$ cat config.mk
export PLATFORM = sky130hd
export DESIGN_NAME = lnfe_frame_ser_flat
export DESIGN_NICKNAME = d
export VERILOG_FILES = /design/src/hdl/lnfe_pkg.sv /design/src/hdl/lnfe_result_if.sv /design/src/hdl/lnfe_frame_ser.sv /design/src/flat_wrapper.sv
export SDC_FILE = /design/constraint.sdc
export NUM_CORES = 1
export LEC_CHECK = 0
export BUFFER_PORTS_ARGS = -buffer_cell sky130_fd_sc_hd__buf_2
export CAP_MARGIN = 30
export CELL_PAD_IN_SITES_DETAIL_PLACEMENT = 1
export CELL_PAD_IN_SITES_GLOBAL_PLACEMENT = 2
export CORE_UTILIZATION = 35
export CTS_CLUSTER_DIAMETER = 200
export DETAILED_ROUTE_END_ITERATION = 16
export PLACE_DENSITY_LB_ADDON = 0.1
export SETUP_SLACK_MARGIN = 0.4
export SLEW_MARGIN = 20
export SYNTH_ARGS = -nofsm -noshare
export SYNTH_HDL_FRONTEND = slang
export SYNTH_SLANG_ARGS = --single-unit
$ cat constraint.sdc
create_clock -name clk -period 5.2 [get_ports clk]
set_clock_uncertainty 0.05 [all_clocks]
set_input_delay 0.52 -clock clk [delete_from_list [all_inputs] [get_ports clk]]
set_output_delay 0.52 -clock clk [all_outputs]
set_load 0.02 [all_outputs]
$ cat src/hdl/lnfe_pkg.sv
package lnfe_pkg;

    localparam int DIGIT_COUNT_DEF = 6;
    localparam int VALUE_W         = 20;
    localparam int FRAME_W         = 17;
    localparam int BITS_W          = 5;
    localparam int CMD_W           = 8;
    localparam int LIMIT_W         = 27;
    localparam int PROD_W          = 2 * VALUE_W;
    localparam int RECIP_SHIFT     = 23;

    localparam logic [VALUE_W-1:0] RECIP_TEN   = 20'hCCCCD;
    localparam logic [2:0]         DATA_PREFIX = 3'b101;
    localparam logic [3:0]         CMD_PREFIX  = 4'b1000;
    localparam logic [BITS_W-1:0]  DATA_BITS   = 5'd17;
    localparam logic [BITS_W-1:0]  CMD_BITS    = 5'd12;

    typedef enum logic {
        KIND_DISPLAY = 1'b0,
        KIND_COMMAND = 1'b1
    } lnfe_kind_t;

    typedef struct packed {
        lnfe_kind_t       kind;
        logic [CMD_W-1:0] cmd;
    } lnfe_head_t;

    function automatic logic [LIMIT_W-1:0] max_value(input int digits);
        logic [LIMIT_W-1:0] p;
        p = LIMIT_W'(1);
        for (int i = 0; i < digits; i++)
        begin
            p = LIMIT_W'(p * LIMIT_W'(10));
        end
        return p - LIMIT_W'(1);
    endfunction

    function automatic logic [6:0] seg_of_digit(input logic [3:0] d);
        logic [6:0] s;
        case (d)
            4'd0:    s = 7'h7D;
            4'd1:    s = 7'h60;
            4'd2:    s = 7'h3E;
            4'd3:    s = 7'h7A;
            4'd4:    s = 7'h63;
            4'd5:    s = 7'h5B;
            4'd6:    s = 7'h5F;
            4'd7:    s = 7'h70;
            4'd8:    s = 7'h7F;
            4'd9:    s = 7'h7B;
            default: s = 7'h00;
        endcase
        return s;
    endfunction

endpackage

$ cat src/hdl/lnfe_result_if.sv
interface lnfe_result_if;
    import lnfe_pkg::*;

    logic                valid;
    logic                ready;
    logic [FRAME_W-1:0]  frame;
    logic [BITS_W-1:0]   frame_bits;
    logic                last;

    modport source (
        output valid, frame, frame_bits, last,
        input  ready
    );

    modport sink (
        input  valid, frame, frame_bits, last,
        output ready
    );
endinterface

$ cat src/hdl/lnfe_frame_ser.sv
module lnfe_frame_ser
    import lnfe_pkg::*;
#(
    parameter int DIGIT_COUNT = DIGIT_COUNT_DEF
) (
    input  logic                         clk,
    input  logic                         rst_n,
    input  logic                         load_valid,
    output logic                         load_ready,
    input  lnfe_head_t                   head,
    input  logic [DIGIT_COUNT-1:0][3:0]  digits,
    input  logic [DIGIT_COUNT-1:0]       marks,
    lnfe_result_if.source                result
);

    localparam int IDX_W = (DIGIT_COUNT > 1) ? $clog2(DIGIT_COUNT) : 1;
    localparam logic [IDX_W-1:0] IDX_LAST = IDX_W'(DIGIT_COUNT - 1);

    logic                        busy_reg, busy_next;
    logic [IDX_W-1:0]            idx_reg, idx_next;
    lnfe_head_t                  head_reg;
    logic [DIGIT_COUNT-1:0][3:0] dig_reg;
    logic [DIGIT_COUNT-1:0]      mark_reg;

    logic                        is_last;
    logic                        take;
    logic                        load;
    logic [5:0]                  addr;
    logic [7:0]                  seg;

    always_comb
    begin
        is_last    = (head_reg.kind == KIND_COMMAND) || (idx_reg == IDX_LAST);
        take       = busy_reg && result.ready;
        load_ready = !busy_reg || (take && is_last);
        load       = load_valid && load_ready;

        busy_next = busy_reg;
        idx_next  = idx_reg;
        if (take)
        begin
            if (is_last)
            begin
                busy_next = 1'b0;
            end
            else
            begin
                idx_next = idx_reg + IDX_W'(1);
            end
        end
        if (load)
        begin
            busy_next = 1'b1;
            idx_next  = '0;
        end

        addr = 6'({idx_reg, 1'b0});
        seg  = {mark_reg[idx_reg], seg_of_digit(dig_reg[idx_reg])};

        result.valid = busy_reg;
        result.last  = is_last;
        if (head_reg.kind == KIND_COMMAND)
        begin
            result.frame      = FRAME_W'({CMD_PREFIX, head_reg.cmd});
            result.frame_bits = CMD_BITS;
        end
        else
        begin
            result.frame      = {DATA_PREFIX, addr, seg};
            result.frame_bits = DATA_BITS;
        end
    end

    always_ff @(posedge clk or negedge rst_n)
    begin
        if (!rst_n)
        begin
            busy_reg <= 1'b0;
            idx_reg  <= '0;
        end
        else
        begin
            busy_reg <= busy_next;
            idx_reg  <= idx_next;
        end
    end

    always_ff @(posedge clk)
    begin
        if (load)
        begin
            head_reg <= head;
            dig_reg  <= digits;
            mark_reg <= marks;
        end
    end

endmodule

$ cat src/flat_wrapper.sv
// flat-port wrapper written by rule: the top's interface ports become plain ports
module lnfe_frame_ser_flat import lnfe_pkg::*;
#(
    parameter int DIGIT_COUNT = DIGIT_COUNT_DEF
)
  (clk, rst_n, load_valid, load_ready, head, digits, marks, result_valid, result_frame, result_frame_bits, result_last, result_ready);
  lnfe_result_if result_i ();
  input  logic clk;
  input  logic rst_n;
  input  logic load_valid;
  output logic load_ready;
  input  lnfe_head_t head;
  input  logic [DIGIT_COUNT-1:0][3:0] digits;
  input  logic [DIGIT_COUNT-1:0] marks;
  output wire logic [$bits(result_i.valid)-1:0] result_valid;
  output wire logic [$bits(result_i.frame)-1:0] result_frame;
  output wire logic [$bits(result_i.frame_bits)-1:0] result_frame_bits;
  output wire logic [$bits(result_i.last)-1:0] result_last;
  input wire logic [$bits(result_i.ready)-1:0] result_ready;
  assign result_valid = result_i.valid;
  assign result_frame = result_i.frame;
  assign result_frame_bits = result_i.frame_bits;
  assign result_last = result_i.last;
  assign result_i.ready = result_ready;
  lnfe_frame_ser #(.DIGIT_COUNT(DIGIT_COUNT)) u_core (.clk(clk), .rst_n(rst_n), .load_valid(load_valid), .load_ready(load_ready), .head(head), .digits(digits), .marks(marks), .result(result_i));
endmodule
* Yosys cells after proc, flatten, opt, wreduce, memory -nomap -nowiden
Memory sizes are Yosys's and may differ from the RTL's.
Cells that the tools add are included.
** Word-level totals
- Logic and storage cells :: 38
- Bits in registers :: 43
- Input bits :: 43
- Output and inout bits :: 25
- Memories :: 1
- Bits in read-only memories :: 112
** Memories
- (name not given) :: depth 16, bits a word 7, read ports 1, clocked after Yosys merged registers in 0, write ports 0, line lnfe_pkg.sv:40 : case (d)
** Cells by class
- $lt $le $gt $ge :: 1
- Equality and inequality tests :: 2
- Muxes and demuxes :: 12
- Reduce and logical (&&, ||, !) cells :: 10
- Add/subtract/negate cells :: 1
** Operators by type and width (count)
- 17-bit 2-to-1 mux :: 1
- 4-bit binary-select mux with 3-bit select :: 1
- 3-bit 2-to-1 mux :: 3
- 5-bit 2-to-1 mux :: 1
- 3-bit by 4-bit less-than comparator with 1-bit output, second input constant :: 1
- 1-bit 2-to-1 mux :: 4
- 4-bit 2-to-1 mux :: 1
- 2-bit AND reduction :: 2
- 2-bit nonzero test :: 2
- 3-bit by 1-bit adder with 3-bit output, second input constant :: 1
- 1-bit binary-select mux with 3-bit select :: 1
- 3-bit equality test, second input constant :: 1
- 1-bit logical AND :: 3
- 1-bit logical OR :: 2
- 2-bit by 1-bit != test with 1-bit output, second input constant :: 1
- 1-bit logical NOT :: 1

* Longest topological paths before layout
Gate-level depths: netlist of the first run.
- Word-level depth :: 7
- Gate-level depth with buffers :: 11
- Depth with buffers taken out :: 9

* Worst setup path before layout of the first run
No wires, ideal clock.
- Path type :: reg2out
- Start :: register u_core.idx_reg[0]
- End :: output result_frame[0]
- Path buffers :: 1
- Arrival :: 2480 ps
- Stages on the path, launching flop included :: 10
- Path slack :: 2150 ps
- Required time :: 4630 ps
- Cell sequence :: dfrtp_1 > buf_6 > mux2_4 > a222oi_1 > inv_1 > ha_1 > nand3_1 > and3_1 > o211ai_1 > o211ai_1
** Between the ends
- Word-level cells in the longest chain between the ends :: 4
** Ends and longest elaborated chain
- from (decl) :: line lnfe_frame_ser.sv:20 : logic [IDX_W-1:0] idx_reg, idx_next;
- from (signal assigned) :: line lnfe_frame_ser.sv:84 : idx_reg <= idx_next;
- 4-bit binary-select mux with 3-bit select :: line lnfe_frame_ser.sv:58 : seg = {mark_reg[idx_reg], seg_of_digit(dig_reg[idx_reg])};
- 4-bit 2-to-1 mux (not written as such) :: line lnfe_frame_ser.sv:58
- memory read 16 x 7 bit
- 17-bit 2-to-1 mux :: line lnfe_frame_ser.sv:62 : if (head_reg.kind == KIND_COMMAND)
- to (decl) :: line flat_wrapper.sv:16 : output wire logic [$bits(result_i.frame)-1:0] result_frame;
No other way between the ends. The select of a mux whose other input is x is not followed.

* Worst setup path after layout of the first run
Same ends and word-level chain as after synthesis.

==> flow_results.org, run 1 <==
** Floorplan
- From bottom edge to top edge, the die measures 78.9 um.
- The initialized floorplan defines 27 standard-cell rows.
- The floorplan step defined a core boundary enclosing 0.00561 sq mm.
- The floorplan step defined a die boundary enclosing 0.00622 sq mm.
- Number of top-level pins :: 68
- The initial utilization of the core area, before any placement, comes to 36.9%.
- From left edge to right edge, the die measures 78.9 um.

** Synthesis
- The synthesized design contains 43 register bits.
- Yosys attributes the largest share of cell area to sky130_fd_sc_hd__edfxtp_1 (57%), sky130_fd_sc_hd__mux2_2 (4.9%), sky130_fd_sc_hd__dfrtp_1 (4.8%).
- The share of synthesized area in the top cell type comes to 56.6%.
- The commonest cells after synthesis are sky130_fd_sc_hd__edfxtp_1 (39), sky130_fd_sc_hd__nand2_1 (12), sky130_fd_sc_hd__buf_4 (10).
- Most frequent cell after synthesis :: sky130_fd_sc_hd__edfxtp_1
- Primary flip-flop cell chosen by synthesis mapping :: sky130_fd_sc_hd__edfxtp_1
- Mean instance size in the synthesized netlist :: 13.6 sq um
- Count of flip-flops with a built-in enable after synthesis :: 39
- Share of synthesized area occupied by flip-flops and latches :: 61.5%
- Summed over all instances, the cell type with the most area after synthesis is sky130_fd_sc_hd__edfxtp_1.
- Yosys Warn Count :: 0
- Counting distinct cell types in the post-synthesis netlist gives 35.
- After synthesis, the share of flip-flops with an asynchronous set or reset is 9.30%.
- Summed instance area of the synthesized netlist :: 0.00207 sq mm
- Synthesized netlist cell count :: 152

** Finish
- Signed area change from the synthesized netlist to the final layout :: 21.4%
- Antenna cell count :: 0
- The post-route netlist has 39.9% of its cells at a drive strength greater than 1.
- After filler insertion, the fill cell instance count of the layout stands at 623.
- Area of the multi-input gates :: 676 sq um
- Post-layout net count :: 263
- Number of flip-flops in the largest register :: 24
- Sequential standard cell area :: 0.00127 sq mm

** Placement
- Worst slack at placement :: 1510 ps
- Final Wtd Congestion :: 0.718
- Number of buffers added on ports :: 62
- DPL Wire Length :: 3130 um

** Critical path
- The setup path with the least slack is of type flop to output port.
- On the critical path, the stage with the largest delay is an instance of sky130_fd_sc_hd__dfrtp_1.
- Data arrival time of the critical path :: 3450 ps
- The cell family contributing the most delay on the critical path is compound AO/OA/AOI/OAI gates.
- Most repeated library cell on the critical path :: sky130_fd_sc_hd__o211ai_1
- The critical path goes through mux2_2 -> a222oi_1 -> inv_1 -> ha_1 -> nand3_1 -> and3_1 -> o211ai_1 -> o211ai_1 -> buf_2.
- Worst path buffer plus inverter count :: 2
- Slowest cell delay on critical path :: 870 ps
- Critical path data required time :: 4630 ps
- Worst reg2reg path depth :: 7
- Largest fanout on the critical path :: 18
- The critical path runs through a total of 9 cells.
- The worst setup path is launched from a flop.
- Across all register-to-register paths, the minimum setup slack is 2670 ps.
- Crit end category :: output port
- Tracing the worst setup path back leads to its startpoint at u_core.idx_reg[0].
- In this run the critical register-to-register path is launched from u_core.idx_reg[0].

** Hold path
- The min-delay analysis places its worst path in the category primary input to flop.
- Start point of the worst hold path :: head[6]
- Counting instances, the worst hold path has a depth of 1.

** STA
- At the pin with the least slew margin, the transition time is 793 ps.
- Tightest slew margin relative to the limit :: 47.1%
- Counting I/O delays and the setup requirement, the final critical path takes 4020 ps.
- The count of pins over their slew limit was 0.
- Smallest setup slack after layout :: 1180 ps
- Setup repair after global routing missed its margin :: no
- On the final layout, the worst hold slack is 343 ps.
- Final number of setup-violating endpoints :: 0
- Final sum of negative setup slack :: 0 ps
- Of the available clock period, the critical path in the final layout requires 77.4%.
- Final count of hold timing violations :: 0
- Fmax :: 0.249 GHz

** Clock network
- Maximum clock insertion buffer count :: 2
- The root buffer cell chosen for the clock tree is sky130_fd_sc_hd__clkbuf_8.
- TritonCTS built the clock tree.
- Resized Gates After CTS :: 0
- After clock tree synthesis, the clock-pin slew on the worst setup and hold paths is 90 ps.
- Setup repair bufs after CTS :: 0
- Clock latency at the later pin of the worst-skew pair :: 290 ps
- Clock buffer count from CTS :: 5
- For this design, the sink count on the clock tree is 43.
- The H-tree was split into 2 levels.

** Power
- Worst vdd ir :: 196 uV
- Sw frac :: 30.7%
- The share of total power dissipated in sequential elements is 45.5%.
- The analysis attributes to net switching a power of 0.000286 W.
- Power per unit of standard cell area :: 372 mW/mm^2
- Part of the total power dissipated in combinational logic :: 26.3%
- Cell internal pwr :: 0.000647 W
- In this run the static leakage power is 1.05 nW.
- Share of power burned in the clock network :: 28.1%
- The design draws 0.000933 W.

** Global routing
- Global-route wire length before repair :: 6760 um
- For this run, the total global-route usage over all layers was measured as 14.5%.
- Vias in the first global route :: 1386
- Entering global routing, the biggest net connects 40 pins.
- The number of antenna violations at the first check in global routing was 0.
- Global routing finished with a remaining overflow of 0.

** Route
- The count of nets left with antenna violations once routing finished came out at 0.
- In the routed design, unresolved DRC markers number 0.
- In the final routed layout, each cell accounts on average for 14.8 um.
- Wire length after detailed routing :: 4220 um
- First drt pass iteration count :: 4
- The first routing iteration left 73 violations.
- Number of vias in the routed layout :: 1363
- Post-detailed-route via-to-cell ratio :: 4.78

** Job
- Number of max-capacitance violations reported :: 0

** Status
- The run finished with clean final reports.
-- through the flow --
| step | instance area [sq um] | cells | utilization [%] |
|---|---|---|---|
| 2_1_floorplan | 2080 | 156 | - |
| 3_3_place_gp | 2390 | 276 | 42.6 |
| 3_5_place_dp | 2390 | 276 | 42.6 |
| 4_1_cts | 2510 | 285 | 44.8 |
| 5_1_grt | 2510 | 285 | 44.8 |
| 6_report | 2510 | 285 | 44.8 |
-- routing by layer --
| layer | wire [um] | up-vias | global-route usage, % |
|---|---|---|---|
| met1 | 1960 | 648 | 19.2 |
| met5 | 0 | - | 0 |
| met3 | 188 | 7 | 2.99 |
| li1 | - | 665 | - |
| met4 | 63 | 0 | 6.00 |
| met2 | 2010 | 43 | 23.3 |
-- final timing paths --
kind	endpoint
setup / recovery	result_frame[0]
setup reg to reg	u_core.dig_reg[5]
hold / removal	u_core.head_reg[6]
min in group asynchronous	u_core.idx_reg[2]
max in group asynchronous	u_core.idx_reg[1]
hold reg to reg	u_core.idx_reg[0]
-- timing repair --
item	CTS	global route
endpoints found under the hold margin	4	0
hold buffers	1	0
endpoints found under the setup margin	0	0
-- power groups by stage --
| stage | clock network [W] | registers [W] | logic [W] |
|---|---|---|---|
| floorplan | 0 | 0.000414 | 0.000193 |
| global placement | 0 | 0.000433 | 0.000241 |
| detailed placement | 0 | 0.000433 | 0.000246 |
| CTS | 0.000272 | 0.000426 | 0.000249 |
| global route | 0.000283 | 0.000430 | 0.000274 |
| finish | 0.000263 | 0.000425 | 0.000246 |
-- placed cells by master (no fill, tap or decap), drive strengths merged, types with 2 or more instances in the layout --
cell and count:
mux4 2, and3 3, dfrtp 4, nand3 6, conb 5, a22oi 3, mux2 10, and2 2
inv 9, a21oi 4, o2111ai 2, nor2 3, nand2 12, mux2i 5, edfxtp 39, nor2b 4
clkbuf 5, buf 63, ha 8, o21ai 5, o211ai 3, a22o 2, clkinv 2
-- worst register-to-register path, stage by stage, from the launching register on --
cell	delay (ps)
sky130_fd_sc_hd__dfrtp_1	870
sky130_fd_sc_hd__ha_1	260
sky130_fd_sc_hd__a21oi_1	130
sky130_fd_sc_hd__inv_1	140
sky130_fd_sc_hd__nand2_1	60
sky130_fd_sc_hd__nand2_1	90
sky130_fd_sc_hd__and2_1	130
sky130_fd_sc_hd__buf_4	420
-- cell type report --
type	instances	area share, %
clock buffer	5	2.74
clock inverter	3	1.74
inverter	9	1.35
multi-input combinational	89	26.9
sequential	43	50.6
tap	72	3.59
timing repair buffer	64	13.1
-- cell families after synthesis --
| group | after synthesis | synth area share [%] |
|---|---|---|
| buffers and inverters | 24 | 6.59 |
| other | 1 | 0.181 |
| multiplexers | 17 | 10.2 |
| adder cells (fa/ha/maj) | 8 | 4.84 |
| AND/OR/NAND/NOR | 35 | 8.71 |
| flip-flops | 43 | 61.5 |
| AO/OA/AOI/OAI | 24 | 7.99 |
Power figures use the tool's default switching activity.
==> run 2, diff against run 1 <==
Settings changed: CORE_UTILIZATION 35 to 32.
Clock period 5.2 ns to 3.8 ns, I/O delays scaled along.
==> flow_results.org, run 2 (same netlist as run 1, synthesis figures left out) <==
** Global routing
- Aggregate global-route resource usage :: 14.9% (+0.39 points)
- The first-pass GRT wire length was 7330 um (+8.6%).
- Initial antenna violation count :: 0 (unchanged)
- Vias in the first global route :: 1501 (+8.3%)
- Total congestion overflow :: 0 (unchanged)
- The pin count of the biggest net entering global routing is 40 (unchanged).

** STA
- Final number of setup-violating endpoints :: 0 (unchanged)
- Fmax :: 0.314 GHz
- Setup repair after global routing left no endpoint under its margin.
- The number of hold violations in the final report was 0 (unchanged).
- The final setup slack of the worst path is 611 ps (-566 ps).
- Tightest slew margin relative to the limit :: 38.0% (-9.1 points)
- Measured slew at the worst slew-check pin :: 930 ps (+137 ps)
- After layout, the worst path uses 83.9% of the clock period.
- Final sum of negative setup slack :: 0 ps (unchanged)
- The count of pins over their slew limit came to 0 (unchanged).
- The routed design could run at a clock period as short as 3190 ps.

** Critical path
- Startpoint type of the worst setup path :: flop
- Largest fanout on the critical path :: 5 (-13)
- Crit end category :: output port
- Critical path data required time :: 3370 ps (-1260 ps)
- Data arrival time of the critical path :: 2760 ps (-690 ps)
- Type of the worst setup path :: flop to output port

** Clock network
- TritonCTS clock tree :: built
- The later-pin clock latency in the skew report is 290 ps (about the same).
- The number of clock sinks came to 43 (unchanged).
- The clock-pin slew on the worst setup and hold paths came to 80 ps (about the same).
- Clock buffer count from CTS :: 5 (unchanged)
- The largest buffer count on any clock path is 2 (unchanged).
- Max H-tree Level :: 2 (unchanged)
- Cell at the root of the clock tree :: sky130_fd_sc_hd__clkbuf_8

** Finish
- Post-layout net count :: 270 (+2.7%)
- In the layout the commonest cells are sky130_fd_sc_hd__buf_2 (60), sky130_fd_sc_hd__edfxtp_1 (39), sky130_fd_sc_hd__nand2_1 (12).
- The fraction of layout instances using a drive strength above 1 was 43.6% (+3.7 points).
- The flip-flop count of the largest register after layout is 24 (unchanged).
- The number of antenna diodes is 0 (unchanged).
- Number of filler instances in the final layout :: 670 (+7.5%)
- Most common library cell in the layout ignoring fill and taps :: sky130_fd_sc_hd__buf_2
- Compared with the post-synthesis result, the final layout area differs by 26.6%.

** Route
- Antenna Violating Nets Remaining :: 0 (unchanged)
- Number of vias in the routed layout :: 1432 (+5.1%)
- First drt pass iteration count :: 4 (unchanged)
- The DRC violation total after the first TritonRoute iteration came to 71 (-2.7%).
- Remaining design rule violation count :: 0 (unchanged)
- The via count normalized by instance count was 4.85 (+1.5%).
- Wire length after detailed routing :: 4490 um (+6.5%)
- Detail-routed net length per standard cell :: 15.2 um (+2.9%)

** Placement
- Final Wtd Congestion :: 0.736 (+2.5%)
- The count of buffers from port buffering was 62 (unchanged).
- DPL Wire Length :: 3340 um (+6.6%)
- The post-placement worst setup slack is 645 ps (-864 ps).

** Power
- Worst vdd ir :: 232 uV (+18%)
- Post-route total power :: 0.00138 W (+48%)
- Power per unit of standard cell area :: 527 mW/mm^2 (+42%)
- The leakage power is 1.10 nW (+4.3%).

** Job
- Number of max-capacitance violations reported :: 0 (unchanged)

** Status
- Result of the run :: complete, no violations

** Floorplan
- The number of top-level pins came to 68 (unchanged).
- The total core area was 0.00606 sq mm (+8.1%).
- Die area :: 0.00679 sq mm (+9.1%)
- The effective utilization at floorplan is 34.1% (-2.8 points).
- Overall die width :: 82.4 um (+4.5%)
- Row Count :: 28 (+3.7%)
- Chip height :: 82.4 um (+4.5%)

** Hold path
- Type of the worst min-delay path :: primary input to flop
-- run 2: power breakdown --
group / switching, W / internal (W)
clock: 0.000156 / 0.000262
sequential: 0.0000250 / 0.000548
combinational: 0.000214 / 0.000176
total: 0.000395 / 0.000986
-- run 2: layout make-up --
class                           count  area (sq um)  share of cell area (%)
Timing Repair Buffer               71           402                    15.3
Inverter                            9          33.8                    1.29
Clock inverter                      3          67.6                    2.58
Tap cell                           75          93.8                    3.59
Sequential cell                    43          1270                    48.7
Clock buffer                        5          68.8                    2.63
Multi-Input combinational cell     89           678                    25.9
-- run 2: critical path, cell delays in order (launching register included) --
cell and delay (ps):
sky130_fd_sc_hd__dfrtp_2 450, sky130_fd_sc_hd__buf_12 140, sky130_fd_sc_hd__mux2_4 290, sky130_fd_sc_hd__a222oi_1 320, sky130_fd_sc_hd__buf_4 180, sky130_fd_sc_hd__inv_1 60, sky130_fd_sc_hd__ha_1 230, sky130_fd_sc_hd__nand3_1 90
sky130_fd_sc_hd__and3_1 150, sky130_fd_sc_hd__o211ai_1 130, sky130_fd_sc_hd__o211ai_1 240, sky130_fd_sc_hd__buf_4 180
-- run 2: final timing paths --
| kind | startpoint | end | slack (ps) | depth (start not counted) |
|---|---|---|---|---|
| max | u_core.idx_reg[0] | result_frame[1] | 610 | 11 |
| max reg2reg | u_core.idx_reg[1] | u_core.head_reg[6] | 1320 | 7 |
| min in group asynchronous | rst_n | u_core.result.valid | 360 | 2 |
| min reg2reg | u_core.result.valid | u_core.idx_reg[1] | 640 | 1 |
| max in group asynchronous | rst_n | u_core.idx_reg[0] | 3210 | 2 |
| min | digits[2] | u_core.dig_reg[2] | 200 | 1 |
-- run 2: stage by stage --
| stage | instance area [sq um] | util [%] | hold WS [ps] | instances |
|---|---|---|---|---|
| 3_3_place_gp | 2410 | 39.7 | 140 | 281 |
| 5_1_grt | 2620 | 43.2 | 186 | 295 |
| 2_1_floorplan | 2080 | - | 34.4 | 156 |
| 6_report | 2620 | 43.2 | 203 | 295 |
| 4_1_cts | 2560 | 42.2 | 190 | 290 |
| 3_5_place_dp | 2410 | 39.7 | 139 | 281 |
-- run 2: layer usage --
layer / vias to the layer above / part of all wire, % / global-route usage [%]
li1: 683 / - / -
met1: 693 / 44 / 19.4
met2: 49 / 49 / 23.7
met3: 7 / 6.1 / 3.41
met4: 0 / 1.4 / 6.49
met5: - / 0 / 0
-- run 2: what timing repair did --
action,CTS,global route
hold buffers,1,0
setup buffers,0,5
hold endpoints to repair,4,0
endpoints found under the setup margin,2,2
pin swaps,0,3
resized for setup,1,5
==> run 3, diff against run 2 <==
Settings changed: CORE_UTILIZATION 32 to 29.
Clock period 3.8 ns to 2.8 ns, I/O delays scaled along.
==> flow_results.org, run 3 (same netlist as run 1, synthesis figures left out) <==
** Power
- The sequential share of power is 38.3% (-3.2 points).
- Leakage Power :: 1.20 nW (+9.3%)
- The power density of the placed cells was 682 mW/mm^2 (+29%).
- The worst supply voltage drop on vdd was 282 uV (+21%).
- The net switching power figure came to 0.000665 W (+69%).
- Sw frac :: 33.1% (+4.5 points)
- Cell internal pwr :: 0.00135 W (+37%)
- The combinational share of power is 42.8% (+15 points).
- The clock share of power came to 18.9% (-11 points).
- Post-route total power :: 0.00201 W (+46%)

** Global routing
- The first-pass GRT wire length is 7600 um (+3.7%).
- The via count of the first global-routing pass is 1589 (+5.9%).
- The pin count of the biggest net entering global routing came to 40 (unchanged).
- Initial antenna violation count :: 0 (unchanged)
- Aggregate global-route resource usage :: 13.5% (-1.4 points)
- Total congestion overflow :: 0 (unchanged)

** Clock network
- Clock buffer count from CTS :: 5 (unchanged)
- The clock-pin slew on the worst setup and hold paths was 90 ps (about the same).
- Cell at the root of the clock tree :: sky130_fd_sc_hd__clkbuf_8
- The H-tree depth came to 2 (unchanged).
- TritonCTS clock tree :: built
- Maximum clock insertion buffer count :: 2 (unchanged)
- The number of clock sinks is 43 (unchanged).
- The later-pin clock latency in the skew report was 290 ps (about the same).

** Floorplan
- The width of the die was 86.5 um (+4.9%).
- The die area is 0.00747 sq mm (+10%).
- Chip height :: 86.5 um (+4.9%)
- Row Count :: 30 (+7.1%)
- Core outline area :: 0.00683 sq mm (+13%)
- The effective utilization at floorplan came to 30.3% (-3.8 points).
- Number of top-level pins :: 68 (unchanged)

** STA
- The number of hold violations in the final report is 0 (unchanged).
- Final period util :: 104%
- Final number of max-transition violations :: 0 (unchanged)
- The worst path in the final design needs a cycle of 2920 ps, including I/O delays and setup.
- Fmax :: 0.342 GHz
- The final setup slack of the worst path came to -122 ps (-732 ps).
- Setup repair after global routing missed its margin :: yes
- Measured slew at the worst slew-check pin :: 524 ps (-406 ps)
- The number of endpoints failing setup at the final stage is 4 (+4).
- The worst relative slew slack came to 65.1% (+27 points).

** Hold path
- The min-delay analysis places its worst path in the category primary input to flop.
- The startpoint identified for the worst hold timing path is head[0].
- The count of cells along the worst hold path came to 1 (unchanged).
- Worst min-delay path endpoint :: u_core.head_reg[0]

** Critical path
- Startpoint type of the worst setup path :: flop
- Worst reg2reg path depth :: 8 (+1)
- By startpoint and endpoint, the worst setup path is classified as flop to output port.
- The signal on the critical path passes through buf_8 -> mux4_2 -> inv_2 -> o22a_1 -> inv_2 -> ha_4 -> nand3_2 -> and3_1 -> o211ai_1 -> o211ai_1 -> buf_4.
- Critical-path cell with the highest stage delay :: sky130_fd_sc_hd__mux4_2
- The arrival time at the worst endpoint is 2590 ps (-170 ps).
- STA classifies the critical path endpoint as an output port.
- The endpoint required time on the critical path was 2470 ps (-900 ps).
- Worst R2R End :: u_core.dig_reg[5]
- The stage delay of the slowest cell on the critical path came to 500 ps (+50 ps).
- In this run the critical register-to-register path is launched from u_core.idx_reg[1].
- Setup slack on the worst flop-to-flop path :: 370 ps (-950 ps)
- Largest fanout on the critical path :: 6 (+1)

** Finish
- Fraction of layout instances using a drive strength above 1 :: 59.1% (+15 points)
- Leaving out fill and tap cells, the most frequent cells in the layout are sky130_fd_sc_hd__buf_2 (54), sky130_fd_sc_hd__edfxtp_1 (39), sky130_fd_sc_hd__buf_4 (19).
- Number of filler instances in the final layout :: 748 (+12%)
- From synthesis to final layout, the design area changed by 42.7%.
- The final cell count without fillers was 333 (+13%).
- The library cell used most frequently in the layout, excluding fill and tap cells, is sky130_fd_sc_hd__buf_2.
- Post-layout net count :: 287 (+6.3%)
- Antenna cell count :: 0 (unchanged)
- The flip-flop count of the largest register after layout is 24 (unchanged).

** Route
- First drt pass iteration count :: 4 (unchanged)
- Antenna Violating Nets Remaining :: 0 (unchanged)
- The total number of vias was 1515 (+5.8%).
- The DRC violation count after routing was 0 (unchanged).
- The via count normalized by instance count was 4.55 (-6.3%).
- Detail-routed net length per standard cell :: 15.5 um (+1.8%)
- Wire length after detailed routing :: 5160 um (+15%)
- The DRC violation total after the first TritonRoute iteration was 69 (-2.8%).

** Placement
- Final Wtd Congestion :: 0.760 (+3.3%)
- The detailed-placement wirelength estimate is 3450 um (+3.3%).
- Number of buffers added on ports :: 62 (unchanged)
- Worst slack at placement :: 13.1 ps (-632 ps)
- Placed cells :: 307 (+9.3%)

** Status
- Result of the run :: finished with violations
- Violations in the final reports :: negative setup slack

** Job
- Number of max-capacitance violations reported :: 0 (unchanged)
[run 3: cell types whose count changed in the layout (fill, tap and decap cells not counted), sizes merged]
cell / previous run / this run
and2: 2 / 3
clkinv: 0 / 2
bufinv: 2 / 0
buf: 70 / 86
[run 3: timing repair]
action | CTS | global route
resized for setup | 49 | 11
hold buffers | 1 | 0
pin swaps | 14 | 10
buffers inserted | 15 | 1
endpoints found under the hold margin | 4 | 0
endpoints found under the setup margin | 8 | 48
cloned | 0 | 1
[run 3: through the flow]
stage / utilization (%) / instance area (sq um) / setup TNS (ps) / hold WS [ps]
final: 43.2 / 2950 / -244 / 104
after global placement: 36.7 / 2510 / 0 / 40.5
after floorplan: - / 2120 / 0 / -65.6
after global routing: 43.2 / 2950 / -779 / 93.1
after detailed placement: 36.7 / 2510 / 0 / 40.0
after CTS: 42.4 / 2900 / -242 / 94.8
[run 3: how the worst max path moves through the flow]
stage	startpoint	endpoint	slack, ps	depth (start not counted)
3_3_place_gp	u_core.idx_reg[0]	result_frame[0]	120	11
4_1_cts	u_core.idx_reg[0]	result_frame[0]	-130	10
2_1_floorplan	u_core.idx_reg[0]	result_frame[0]	60	9
3_5_place_dp	u_core.idx_reg[0]	result_frame[0]	10	11
5_1_grt	u_core.idx_reg[0]	result_frame[1]	-240	11
6_report	u_core.idx_reg[0]	result_frame[0]	-120	11
[run 3: cell type report]
type / instances / area, sq um / area share (%)
sequential: 43 / 1270 / 43.1
multi-input combinational: 90 / 868 / 29.4
timing repair buffer: 87 / 573 / 19.4
tap: 96 / 120 / 4.07
clock buffer: 5 / 68.8 / 2.33
inverter: 9 / 33.8 / 1.14
clock inverter: 3 / 15.0 / 0.509
[run 3: worst max-delay path, delay by kind of cell (launching register included)]
family	cells	cell delay, ps
DFF	1	460
and+or+nand+nor	2	210
AOI/OAI and AO/OA	3	530
buffers and inverters	4	430
adders and majority gates	1	170
muxes	1	500
[run 3: power groups by stage]
stage | registers (W) | clock network, W | logic [W]
floorplan | 0.000768 | 0 | 0.000384
global placement | 0.000782 | 0 | 0.000535
detailed placement | 0.000784 | 0 | 0.000544
CTS | 0.000772 | 0.000399 | 0.000796
global route | 0.000777 | 0.000420 | 0.000918
finish | 0.000771 | 0.000380 | 0.000861
[run 3: routing by layer]
layer | track usage [%] | vias to the layer above | wire length (um)
met3 | 2.38 | 7 | 221
met5 | 0 | - | 0
li1 | - | 714 | -
met2 | 24.2 | 53 | 2640
met1 | 16.1 | 741 | 2220
met4 | 5.00 | 0 | 83
